## config.mk

```make
export PLATFORM = sky130hd
export DESIGN_NAME = kpt_ctrl
export DESIGN_NICKNAME = d
export VERILOG_FILES = /design/src/rtl/kpt_pkg.sv /design/src/rtl/kpt_ctrl.sv
export SDC_FILE = /design/constraint.sdc
export NUM_CORES = 1
export LEC_CHECK = 0
export BUFFER_PORTS_ARGS = -buffer_cell sky130_fd_sc_hd__buf_2
export CAP_MARGIN = 10
export CORE_AREA = 4 4 41 43
export DETAILED_ROUTE_END_ITERATION = 12
export DIE_AREA = 0 0 45 47
export HOLD_SLACK_MARGIN = 0.12
export PLACE_DENSITY = 0.46
export SLEW_MARGIN = 25
export SYNTH_ARGS = -nofsm -noshare
export SYNTH_HDL_FRONTEND = slang
export SYNTH_SLANG_ARGS = --single-unit
export TNS_END_PERCENT = 30
```

## constraint.sdc

```tcl
create_clock -name clk -period 3.4 [get_ports clk]
set_clock_uncertainty 0.1 [all_clocks]
set_input_delay 0.51 -clock clk [delete_from_list [all_inputs] [get_ports clk]]
set_output_delay 0.51 -clock clk [all_outputs]
set_load 0.02 [all_outputs]
```

## src/rtl/kpt_pkg.sv

```systemverilog
// Package for the keyed peer table: command and status codes, beat payload types,
// and the control and status structs between the controller and the datapath.
// No dependencies.
package kpt_pkg;

    // Command codes carried in the input beat.
    localparam logic [1:0] CMD_UPSERT  = 2'd0;
    localparam logic [1:0] CMD_LOOKUP  = 2'd1;
    localparam logic [1:0] CMD_CLEANUP = 2'd2;
    localparam logic [1:0] CMD_NONE    = 2'd3;

    // Status codes carried in the result beat.
    localparam logic [2:0] ST_INSERTED     = 3'd0;
    localparam logic [2:0] ST_UPDATED      = 3'd1;
    localparam logic [2:0] ST_FULL         = 3'd2;
    localparam logic [2:0] ST_FOUND        = 3'd3;
    localparam logic [2:0] ST_NOT_FOUND    = 3'd4;
    localparam logic [2:0] ST_REMOVED      = 3'd5;
    localparam logic [2:0] ST_NONE_REMOVED = 3'd6;

    // Register map: the word index of the stale limit register.
    localparam logic        REG_STALE_LIMIT   = 1'b0;
    localparam logic [31:0] STALE_LIMIT_RESET = 32'd3600;

    // Input beat.
    typedef struct packed {
        logic [1:0]  command;
        logic [63:0] hash_high;
        logic [63:0] hash_low;
        logic [31:0] peer_address;
        logic [15:0] peer_port;
        logic [31:0] now_seconds;
    } in_item_t;

    // Result beat.
    typedef struct packed {
        logic [2:0]  status;
        logic [63:0] out_hash_high;
        logic [63:0] out_hash_low;
        logic [31:0] out_address;
        logic [15:0] out_port;
        logic [31:0] out_last_seen;
        logic        last;
    } out_item_t;

    // One stored table entry.
    typedef struct packed {
        logic [127:0] key;
        logic [31:0]  address;
        logic [15:0]  port;
        logic [31:0]  seen;
    } entry_t;

    // Commands from the controller to the datapath.
    typedef struct packed {
        logic capture;
        logic act_upsert;
        logic act_lookup;
        logic emit_found;
        logic clean_start;
        logic clean_step;
        logic clean_finish;
    } dp_cmd_t;

    // Status from the datapath to the controller.
    typedef struct packed {
        logic [1:0] command;
        logic       hit;
        logic       walk_done;
    } dp_sts_t;

endpackage

```

## src/rtl/kpt_ctrl.sv

```systemverilog
// Controller state machine of the keyed peer table.
// Depends on kpt_pkg for the command codes and the controller/datapath structs.
module kpt_ctrl
(
    input  logic               clk,
    input  logic               rst_n,
    input  logic               start,
    input  logic [1:0]         command,
    input  kpt_pkg::dp_sts_t   sts,
    output kpt_pkg::dp_cmd_t   cmd,
    output logic               busy
);

    typedef enum logic [3:0] {
        S_IDLE  = 4'b0001,
        S_ACT   = 4'b0010,
        S_LOOK  = 4'b0100,
        S_CLEAN = 4'b1000
    } state_t;

    state_t state_reg;
    state_t state_next;

    // Next state and datapath commands.
    always_comb
    begin
        state_next = state_reg;
        cmd        = '0;
        case (state_reg)
            S_IDLE:
            begin
                if (start)
                begin
                    cmd.capture = 1'b1;
                    case (command)
                        kpt_pkg::CMD_UPSERT,
                        kpt_pkg::CMD_LOOKUP:
                        begin
                            state_next = S_ACT;
                        end
                        kpt_pkg::CMD_CLEANUP:
                        begin
                            cmd.clean_start = 1'b1;
                            state_next      = S_CLEAN;
                        end
                        default:
                        begin
                            state_next = S_IDLE;
                        end
                    endcase
                end
            end
            S_ACT:
            begin
                if (sts.command == kpt_pkg::CMD_UPSERT)
                begin
                    cmd.act_upsert = 1'b1;
                    state_next     = S_IDLE;
                end
                else
                begin
                    cmd.act_lookup = 1'b1;
                    state_next     = sts.hit ? S_LOOK : S_IDLE;
                end
            end
            S_LOOK:
            begin
                cmd.emit_found = 1'b1;
                state_next     = S_IDLE;
            end
            S_CLEAN:
            begin
                if (sts.walk_done)
                begin
                    cmd.clean_finish = 1'b1;
                    state_next       = S_IDLE;
                end
                else
                begin
                    cmd.clean_step = 1'b1;
                end
            end
            default:
            begin
                state_next = S_IDLE;
            end
        endcase
    end

    // State register.
    always_ff @(posedge clk or negedge rst_n)
    begin
        if (!rst_n)
        begin
            state_reg <= S_IDLE;
        end
        else
        begin
            state_reg <= state_next;
        end
    end

    assign busy = (state_reg != S_IDLE);

endmodule

```

---- Yosys cells after proc, flatten, opt, wreduce, memory -nomap -nowiden ----
Index checks and enable logic that the tools add are counted.
word-level totals
  register bits after elaboration ......... 4
  word-level logic and storage cells ...... 32
  input port bits ......................... 9
operators by class
  reductions and logical operators ........ 4
  muxes and demuxes ....................... 18
  eq/ne operators ......................... 9
operators by type and width
  kind                count
  $pmux 4 s3          1
  $mux 1              10
  $mux 4              2
  $pmux 4 s2          1
  $mux 3              2
  $eq 4x1->1 const B  1
  $eq 4x2->1 const B  1
  $eq 4x3->1 const B  1
  $eq 4x4->1 const B  1
  $logic_not 2->1     2
  $mux 2              2
  $ne 2x2->1 const B  2
  $ne 4x1->1 const B  1
  $eq 2x1->1 const B  1
  $eq 2x2->1 const B  1
  $reduce_and 2->1    1
  $reduce_or 2->1     1

---- Depth between registers and ports, before layout ----
Gate-level depths: netlist (run 1).
  depth in word-level cells ............... 5
  gate-level depth with buffers ........... 3
  mapped depth without buffers ............ 3

---- Least setup slack after synthesis (run 1) ----
Ideal clock, no wire load.
  path kind ............................... register to output
  start point ............................. reg state_reg[0]
  end point ............................... out cmd[2] in the netlist's numbering
  setup slack ............................. 1.307 ns
  arrival ................................. 1.483 ns
  path buffers ............................ 0
  cell stages (with the launch flop) ...... 4
  required time ........................... 2.790 ns
  cells stage by stage .................... dfstp_2 -> nor4b_2 -> nand2_1 -> nor3b_1
RTL lines
  element                 RTL line        text
  start, declared         kpt_ctrl.sv:21  state_t state_reg;
  start signal, assigned  kpt_ctrl.sv:99  state_reg <= state_next;
  end, declared           kpt_ctrl.sv:10  output kpt_pkg::dp_cmd_t cmd,

==> impl_metrics.yaml, run 1 <==
setup_path:
  rrSetupSlack_ns: 2.03
  crit_path_start_kind: "flop"
  endpoint_kind: "output port"
  r2r_cells: 3
  required_ns: 2.79
  worst-endpoint-arrival_ns: 1.61
  r2r-start: "state_reg[3]"
  crit_type: "reg2out"
  cp_max_fo: 4
  startpoint: "state_reg[0]"
  reg2reg_to: "state_reg[2]"
status:
  outcome: "completed"
logic_synthesis:
  ys.flop_type: "dfrtp_1"
  async_flop_share: 1.00
  synth_common_cells: "dfrtp_1 (3), inv_1 (3)"
  synth_edf_count: 0
  ys_warn_count: 0
  synth.top_cell.area_share: 0.313
  seq_area_frac_synth: 0.422
  syn_nets: 33
  synth_area_leaders: "dfrtp_1 (31%), dfstp_2 (11%), nor4b_1 (7.3%)"
  synth_area_leader_cell: "dfrtp_1"
  netlist-cell-type-count: 16
  netlist_instances: 24
  synth-seq-cells: 4
  syn_area_um2: 240
  avgSynthCellArea_um2: 10.0
pwr:
  combinationalPowerShare: 0.227
  p_int_uw: 112
  leakagePower_nw: 0.211
  switching_share: 0.280
  p_seq_frac: 0.361
  clkPwrFrac: 0.412
  peakVddDrop_mv: 0.245
  powerDensity_nw_per_um2: 414
  p_switching_uw: 43.5
timing:
  max_freq_ghz: 0.451
  min_period_ns: 2.22
  slew_headroom: 0.770
  hold_viol: 0
  rsz0062_at_grt: "no"
  tightest_slew_ns: 0.340
  worst_hold_slack_ns: 0.336
  finalSetupViolCount: 0
  slew_viol_final: 0
  min_period_over_period: 0.652
  fin_setup_tns_ns: 0
cells_and_area:
  antenna_cells: 0
  drive_above_1_share: 0.511
  finalNetCount: 55
  fill_cells: 149
  fin_util: 0.288
  stdcell_count: 60
  area_growth_pct: 56.3
  largest_reg_flops: 4
clock_tree:
  clock_latency_ns: 0.23
  root_buffer: "clkbuf_4"
  cts_tree: "built"
  cts_buffer_depth: 2
  cts_buffers: 3
  postCtsHoldBufs: 1
  post_cts_buffers: 0
  cts-htree-levels: 1
  cts_sinks: 4
  clk_pin_slew_ns: 0.04
  cts_resized: 0
route:
  ant_nets: 0
  vias_per_cell: 4.12
  drt_first_pass_iters: 2
  finalWirelength_um: 600
  num_vias: 247
  wire_per_inst_um: 10.0
  drcViolationCount: 0
  drt_iter0_drc: 3
worst_hold_path:
  min_to: "state_reg[0]"
  min_from: "sts[1]"
  holdPathStages: 2
  hold_class: "in2reg"
placed_design:
  gp_congestion: 0.654
  numPortBuffers: 16
  dpl.cell_count: 55
  hpwl_um: 500
grt:
  grtUsageTotal: 0.0745
  grt_pass1_wl_mm: 1.10
  antenna_found_initial: 0
  grt_pass1_vias: 276
  grt_max_degree: 5
  grt_overflow: 0
floorplanning:
  dieArea_um2: 2120
  ioPinCount: 17
  die_h_um: 47
  core.rowCount: 13
  coreArea_um2: 1300
  die_w_um: 45
  initial_core_util: 0.185
job:
  drv_cap: 0
==> metrics by stage <==
step / worst slack [ns] / instance area (µm²) / power (mW)
final: 1.18 / 375 / 0.156
after global placement: 1.42 / 339 / 0.0915
after CTS: 1.15 / 375 / 0.159
after global routing: 1.01 / 375 / 0.168
after detailed placement: 1.41 / 339 / 0.0918
after floorplan: 1.31 / 240 / 0.0771
==> worst max-delay path, stage by stage, from the launching register on <==
cell	delay, ns
dfstp_2	0.54
nor4b_2	0.31
nand2_1	0.15
nor3b_1	0.19
buf_2	0.19
==> metal layers <==
| layer | share of wire | vias to the layer above | track usage | wire [µm] |
|---|---|---|---|---|
| met4 | 0 | 0 | 0 | 0 |
| met2 | 0.37 | 16 | 0.105 | 221 |
| met1 | 0.45 | 103 | 0.0894 | 268 |
| met5 | 0 | - | 0 | 0 |
| li1 | - | 128 | - | - |
| met3 | 0.18 | 0 | 0.0690 | 110 |
==> cell usage in the layout (no fill, tap or decap), drive strengths merged <==
cell         count
a211oi           1
a41o             1
and2             2
and3             1
buf             16
clkbuf           4
dfrtp            3
dfstp            1
dlygate4sd3      1
inv              3
nand2            2
nor2             3
nor2b            1
nor3             1
nor3b            1
nor4b            3
or4b             1
==> cell families (layout without fill, tap and decap cells) <==
| group | after synthesis | after routing | share of synthesized area |
|---|---|---|---|
| compound gates | 2 | 2 | 0.0729 |
| flops | 4 | 4 | 0.422 |
| buf+inv | 3 | 24 | 0.0469 |
| simple gates | 15 | 15 | 0.458 |
==> how the worst max path moves through the flow <==
stage / end / slack (ns) / cells after the start
after floorplan: cmd[2] / 1.31 / 3
after global placement: cmd[2] / 1.42 / 4
after detailed placement: cmd[2] / 1.41 / 4
after CTS: cmd[2] / 1.15 / 4
after global routing: cmd[2] / 1.01 / 4
final: cmd[2] / 1.18 / 4
==> layout make-up <==
class	count	area, µm²	area share
clock buffer	4	26.3	0.0700
inverter	3	11.3	0.0300
sequential	4	101	0.270
timing repair buffer	17	90.1	0.240
multi-input combinational	17	128	0.340
tap	15	18.8	0.0500
==> power by group through the flow <==
| stage | Sequential, mW | Combinational (mW) | Clock [mW] |
|---|---|---|---|
| after floorplan | 0.0559 | 0.0211 | 0 |
| after global placement | 0.0568 | 0.0347 | 0 |
| after detailed placement | 0.0568 | 0.0349 | 0 |
| after CTS | 0.0562 | 0.0359 | 0.0672 |
| after global routing | 0.0576 | 0.0401 | 0.0705 |
| final | 0.0562 | 0.0353 | 0.0642 |
Power figures use the tool's default switching activity.
==> run 2: changes to the inputs <==
Clock period 3.4 ns to 2.1 ns, I/O delays scaled along.
==> run 2 against run 1 <==
  * Die area unchanged
  * Wire length is 2.0% higher
  * Largest power group unchanged
  * Critical path depth is the same
  * Power rose by 70%
  * Combinational power rose by 90%
  * Count of clock-buffer cells in the layout did not move
  * First-iteration DRC count up 100%
  * Clock power is 64% higher
  * Cell area increased by 8.3%
  * Register-to-register slack got worse by 1.3 ns
  * Setup slack got worse by 1.0 ns
==> impl_metrics.yaml, run 2 (synthesis gave the netlist of run 1 again) <==
status:
  outcome: "completed"
route:
  num_vias: 266
  wire_per_inst_um: 9.87
  finalWirelength_um: 612
  vias_per_cell: 4.29
  ant_nets: 0
  drt_iter0_drc: 6
  drt_first_pass_iters: 2
  drcViolationCount: 0
setup_path:
  crit_buf_inv: 1
  critical_path.top_delay_family: "simple AND/OR/NAND/NOR gates"
  endpoint_kind: "output port"
  cp_max_fo: 4
  r2r-start: "state_reg[1]"
  required_ns: 1.68
  r2r_cells: 3
  rrSetupSlack_ns: 0.72
  crit_path_start_kind: "flop"
  worstPathCellList: "nor4b_4 -> nand2_1 -> nor3b_2 -> buf_2"
  worst-endpoint-arrival_ns: 1.53
  critical-path-max-stage-delay_ns: 0.54
  crit_type: "reg2out"
  crit_path_top_delay_cell: "dfstp_2"
  reg2reg_to: "state_reg[3]"
cells_and_area:
  fin_util: 0.313
  finalNetCount: 57
  largest_reg_flops: 4
  area_growth_pct: 69.3
  final_cell_mix: "buf_2 (16), inv_1 (3), clkbuf_4 (3), dfrtp_1 (3)"
  final_common_cell: "buf_2"
  drive_above_1_share: 0.532
  antenna_cells: 0
  fill_cells: 154
worst_hold_path:
  hold_class: "in2reg"
  holdPathStages: 2
  min_to: "state_reg[1]"
  min_from: "command[1]"
pwr:
  leakagePower_nw: 0.231
  peakVddDrop_mv: 0.246
  powerDensity_nw_per_um2: 651
grt:
  grt_max_degree: 5
  antenna_found_initial: 0
  grt_overflow: 0
  grtUsageTotal: 0.0769
  grt_pass1_wl_mm: 1.04
  grt_pass1_vias: 269
timing:
  finalSetupViolCount: 0
  rsz0062_at_grt: "no"
  min_period_ns: 1.95
  min_period_over_period: 0.928
  slew_headroom: 0.781
  slew_viol_final: 0
  max_freq_ghz: 0.513
  tightest_slew_ns: 0.324
  hold_viol: 0
  fin_setup_tns_ns: 0
floorplanning:
  die_w_um: 45
  ioPinCount: 17
  coreArea_um2: 1300
  dieArea_um2: 2120
  core.rowCount: 13
  die_h_um: 47
  initial_core_util: 0.185
clock_tree:
  cts_buffer_depth: 2
  cts_sinks: 4
  cts_buffers: 3
  cts-htree-levels: 1
  cts_tree: "built"
  clk_pin_slew_ns: 0.04
  clock_latency_ns: 0.24
  root_buffer: "clkbuf_4"
placed_design:
  numPortBuffers: 16
  gp_congestion: 0.628
job:
  drv_cap: 0
-- run 2: changes by cell type in the layout (fill, tap and decap cells not counted), sizes merged --
| cell | change |
|---|---|
| buf | +1 |
| dlygate4sd3 | +1 |
-- run 2: layer usage --
metal,GRT usage,part of all wire
met1,0.0828,0.45
met2,0.0960,0.40
met5,0,0
met3,0.0345,0.12
met4,0.105,0.039
-- run 2: power by group --
group | switching [mW] | internal, mW
Combinational | 0.0338 | 0.0332
Clock | 0.0340 | 0.0715
Sequential | 0.00699 | 0.0851
-- run 2: how the worst max path moves through the flow --
stage | cells after the start | to | slack (ns) | start
finish | 4 | cmd[2] | 0.15 | state_reg[0]
global route | 3 | cmd[1] | 0.003 | state_reg[1]
CTS | 4 | cmd[2] | 0.004 | state_reg[0]
detailed placement | 4 | cmd[2] | 0.27 | state_reg[0]
global placement | 4 | cmd[2] | 0.26 | state_reg[0]
floorplan | 3 | cmd[2] | 0.20 | state_reg[0]
-- run 2: final cells by class --
class                      instances  area, µm²  share of cell area
tap                               15       18.8              0.0462
multi-input combinational         17        141               0.348
sequential                         4        101               0.249
clock buffer                       4       26.3              0.0646
timing repair buffer              19        108               0.265
inverter                           3       11.3              0.0277
-- run 2: through the flow --
stage                     setup WS (ns)  cells  area (µm²)  total power [mW]  hold WS (ns)
final                             0.152     62         407             0.265         0.165
after global routing            0.00347     62         407             0.284         0.162
after CTS                       0.00358     61         385             0.263         0.164
after detailed placement          0.272     55         339             0.148        0.0233
after global placement            0.255     55         339             0.149        0.0244
after floorplan                   0.202     24         240             0.125       -0.0806
-- run 2: what timing repair did --
action / 4_1_cts / 5_1_grt
hold buffers: 2 / 0
buffers inserted: 0 / 1
setup endpoints to repair: 0 / 1
endpoints found under the hold margin: 5 / 0
gates resized for setup: 0 / 2
